$ cat config.mk
export PLATFORM = sky130hd
export DESIGN_NAME = mvma_mac
export DESIGN_NICKNAME = d
export VERILOG_FILES = /design/src/rtl/mvma_pkg.sv /design/src/rtl/mvma_mac.sv
export SDC_FILE = /design/constraint.sdc
export NUM_CORES = 2
export LEC_CHECK = 0
export BUFFER_PORTS_ARGS = -buffer_cell sky130_fd_sc_hd__clkbuf_2
export CORE_ASPECT_RATIO = 0.6
export CORE_MARGIN = 10
export CORE_UTILIZATION = 55
export DETAILED_ROUTE_END_ITERATION = 7
export MAX_ROUTING_LAYER = met4
export PLACE_DENSITY_LB_ADDON = 0.25
export SYNTH_ARGS = -nofsm -noshare
export SYNTH_HDL_FRONTEND = slang
export SYNTH_SLANG_ARGS = --single-unit
$ cat constraint.sdc
create_clock -name clk -period 14.3 [get_ports clk]
set_input_delay 1.43 -clock clk [delete_from_list [all_inputs] [get_ports clk]]
set_output_delay 1.43 -clock clk [all_outputs]
set_load 0.01 [all_outputs]
$ cat src/rtl/mvma_pkg.sv
// ----------------------------------------------------------------------------
// mvma_pkg
// Shared types and codes for the matrix-vector multiply-accumulate block.
// ----------------------------------------------------------------------------
package mvma_pkg;
	localparam logic [1:0] KIND_MAT   = 2'd0;
	localparam logic [1:0] KIND_X     = 2'd1;
	localparam logic [1:0] KIND_Y     = 2'd2;
	localparam logic [1:0] KIND_START = 2'd3;

	localparam logic [2:0] REG_TRANSPOSE = 3'd0;
	localparam logic [2:0] REG_ROWS      = 3'd1;
	localparam logic [2:0] REG_COLS      = 3'd2;
	localparam logic [2:0] REG_ALPHA     = 3'd3;
	localparam logic [2:0] REG_BETA      = 3'd4;

	localparam int FRAC_BITS = 16;
	localparam int IDX_W     = 4;
	localparam int CNT_W     = 5;
	localparam int CFG_IDX_W = 3;

	// multiplier operand select
	localparam logic [1:0] MUL_AX    = 2'd0;
	localparam logic [1:0] MUL_BETA  = 2'd1;
	localparam logic [1:0] MUL_ALPHA = 2'd2;

	typedef struct packed {
		logic       mul_en;
		logic [1:0] mul_sel;
	} mul_ctl_t;
endpackage

$ cat src/rtl/mvma_mac.sv
// ----------------------------------------------------------------------------
// mvma_mac
// Shared signed multiplier with a registered product.
// ----------------------------------------------------------------------------
module mvma_mac #(
	parameter int VW = 32
) (
	input  logic                     clk,
	input  mvma_pkg::mul_ctl_t       ctl,
	input  logic signed [VW-1:0]     op_a,
	input  logic signed [VW-1:0]     op_b,
	output logic signed [2*VW-1:0]   prod_q
);
	import mvma_pkg::*;

	always_ff @(posedge clk) begin
		if (ctl.mul_en) begin
			prod_q <= op_a * op_b;
		end
	end
endmodule

==> impl_results.md <==
- CP peak stage delay: 850 ps
- CP max FO: 32
- TNS Setup: 0 ps
- Initial Utilization: 55.59%
- Gr usage total: 29.19%
- Max_cap viols: 0
- Run status: complete, no violations
- Clk sinks: 64
- Hold slack: 1770 ps
- Syn nets: approximately 5.2k
- DIE AREA: 0.08012 mm^2
- Final Hold Fails: 0
- Most frequent cells in the layout: fa_1 (1082), inv_1 (952), and2_1 (516), nand2_1 (511), ha_1 (184)
- Cts repair resizes: 0
- Crit path kind: input port to flip-flop
- # setup viols final: 0
- Die W: 358.8 um
- GP Congestion: 0.9601
- Crit-path most repeated cell: fa_1
- Flip-flop count of the largest register after layout: 64
- CP startpoint kind: input port
- Die height: ~220 um
- Post-detail-place hpwl: between 80 and 90 mm
- Post-Place Worst Slack: approximately 3900 ps
- Post-synthesis cell area: 0.03788 mm^2
- Synthesized area per cell: 9.753 um^2
- #FFs+latches synth: 64
- Wire length of the first global-routing pass: between 150 and 200 mm
- Arrival time worst endpoint: 10300 ps
- Met3 Use GR: between 10% and 20%
- Vias in the first global route: ~28k
- EDFF count, synth: between 60 and 70
- Kind of cell adding the most delay to the critical path: adder cells
- Period utilization: a little under three quarters
- Ys async rst share: 0%
- CP Buf/Inv Count: 6
- PortBufs: about 130
- Ys Warns: 0
- Routed via count: around 26k
- Share of cells above drive strength 1: 5.275%
- Largest net degree at the start of global routing: 65
- Top reg by flops: prod_q
- Drt via density: 5.454
- Storage cell area: 0.001922 mm^2
- CTS tree: done
- # diodes: 0
- H-Tree Depth: 3
- M1 GR Usage: 43.90%
- Slowest-stage cell, CP: nor3_1
- I/O pins: roughly 130
- Pin slew with the least headroom to its limit: 1071 ps
- Worst Path Required: between 10000 and 15000 ps
- Main synth FF type: edfxtp_1
- Slew Limit Fails: 0
- Worst setup EP type: flip-flop
- Num rows: 74
- Slew Limit Headroom: 28.58%
- Setup repair bufs after CTS: 0
- Sequential element share of the synthesized area: between 5 and 6%
- Final WS setup: between 4000 and 5000 ps
- DRT antenna net count: 0
- Final nets: 5196
- Core area: 0.06815 mm^2
- Post-Syn Instances: roughly 3.9k
- Drt total wl: 108.7 mm
- Clock buffer count from CTS: 9
- Final min period: a little over 10000 ps
- Grt met2 use: 33.11%
- Worst hold path class: input port to flip-flop
- Area of the multi-input gates: 0.03163 mm^2
- Fillers: 5921
- Yosys cell types: 63
- CTS clk-pin slew, worst paths: around 60 ps
- Fmax: 98.37 MHz
- Grt total ovfl: 0
- Clk buf depth: 2
- Final routed DRC violation total: 0
- Unrepaired setup endpoints after global routing: false
- Initial antenna violation count: 0
- CTS root buf: clkbuf_16
- Drt pass-1 iters: 6
- DR iter-0 viols: 2584
- DR WL/cell: around 23 um
- Biggest regs: prod_q (64)
- Grt peak-use layer: met1
- Commonest non-fill, non-tap cell in the layout: fa_1
- # hold bufs at CTS: 0
- Area post-placement: 0.03920 mm^2
- Finished Cell Area: 0.03951 mm^2
- Layout area overhead: 4.304%
[metrics by stage]
step | std cells | utilization (%)
3_3_place_gp | 4763 | 57.52
3_5_place_dp | 4763 | 57.52
2_1_floorplan | 3884 | -
5_1_grt | 4779 | 57.98
6_report | 4779 | 57.98
4_1_cts | 4779 | 57.98
[worst paths after layout]
path | depth (start not counted) | to | slack, ps | from
hold / removal | 2 | prod_q[59] | 1770 | ctl[2]
setup / recovery | 26 | prod_q[60] | 4130 | op_a[9]
[logic make-up (layout without fill, tap and decap cells)]
group / after synthesis / in the layout / share of synthesized area (%)
adder cells (fa/ha/maj): 1266 / 1266 / 63.26
buffers and inverters: 1152 / 1135 / 11.42
AND/OR/NAND/NOR: 1134 / 1134 / 15.11
AO/OA/AOI/OAI: 193 / 193 / 3.405
XOR/XNOR: 75 / 75 / 1.734
flip-flops: 64 / 64 / 5.073
[synth_stat cells (all sizes together), types with 9 or more instances]
cell type	n	area [um^2]
and3	9	62.56
o21ai	31	162.7
nor2	42	157.7
xnor2	53	464.2
o21bai	15	112.6
nand3	15	75.07
a21oi	68	340.3
fa	1082	21660
a31oi	13	96.34
ha	184	2302
and2	516	3228
a21o	25	190.2
nand2b	9	56.30
inv	952	3573
nand2	511	1918
xor2	22	192.7
edfxtp	64	1922
clkbuf	195	732.0
[layout make-up]
class	count	area share, %
Tap cell	912	2.888
Sequential cell	64	4.864
Multi-Input combinational cell	2668	80.06
Clock buffer	10	0.5795
Timing Repair Buffer	167	2.356
Clock inverter	6	0.2122
Inverter	952	9.044
[per-layer routing]
| layer | vias up | wire (um) |
|---|---|---|
| met5 | - | 0 |
| met4 | 0 | 745 |
| met1 | 13330 | 49350 |
| met2 | 1637 | 37930 |
| met3 | 51 | 20700 |
| li1 | 11050 | - |
Power is not shown: default switching activity piles up to over one toggle a cycle in this logic, so the estimate is an artifact.
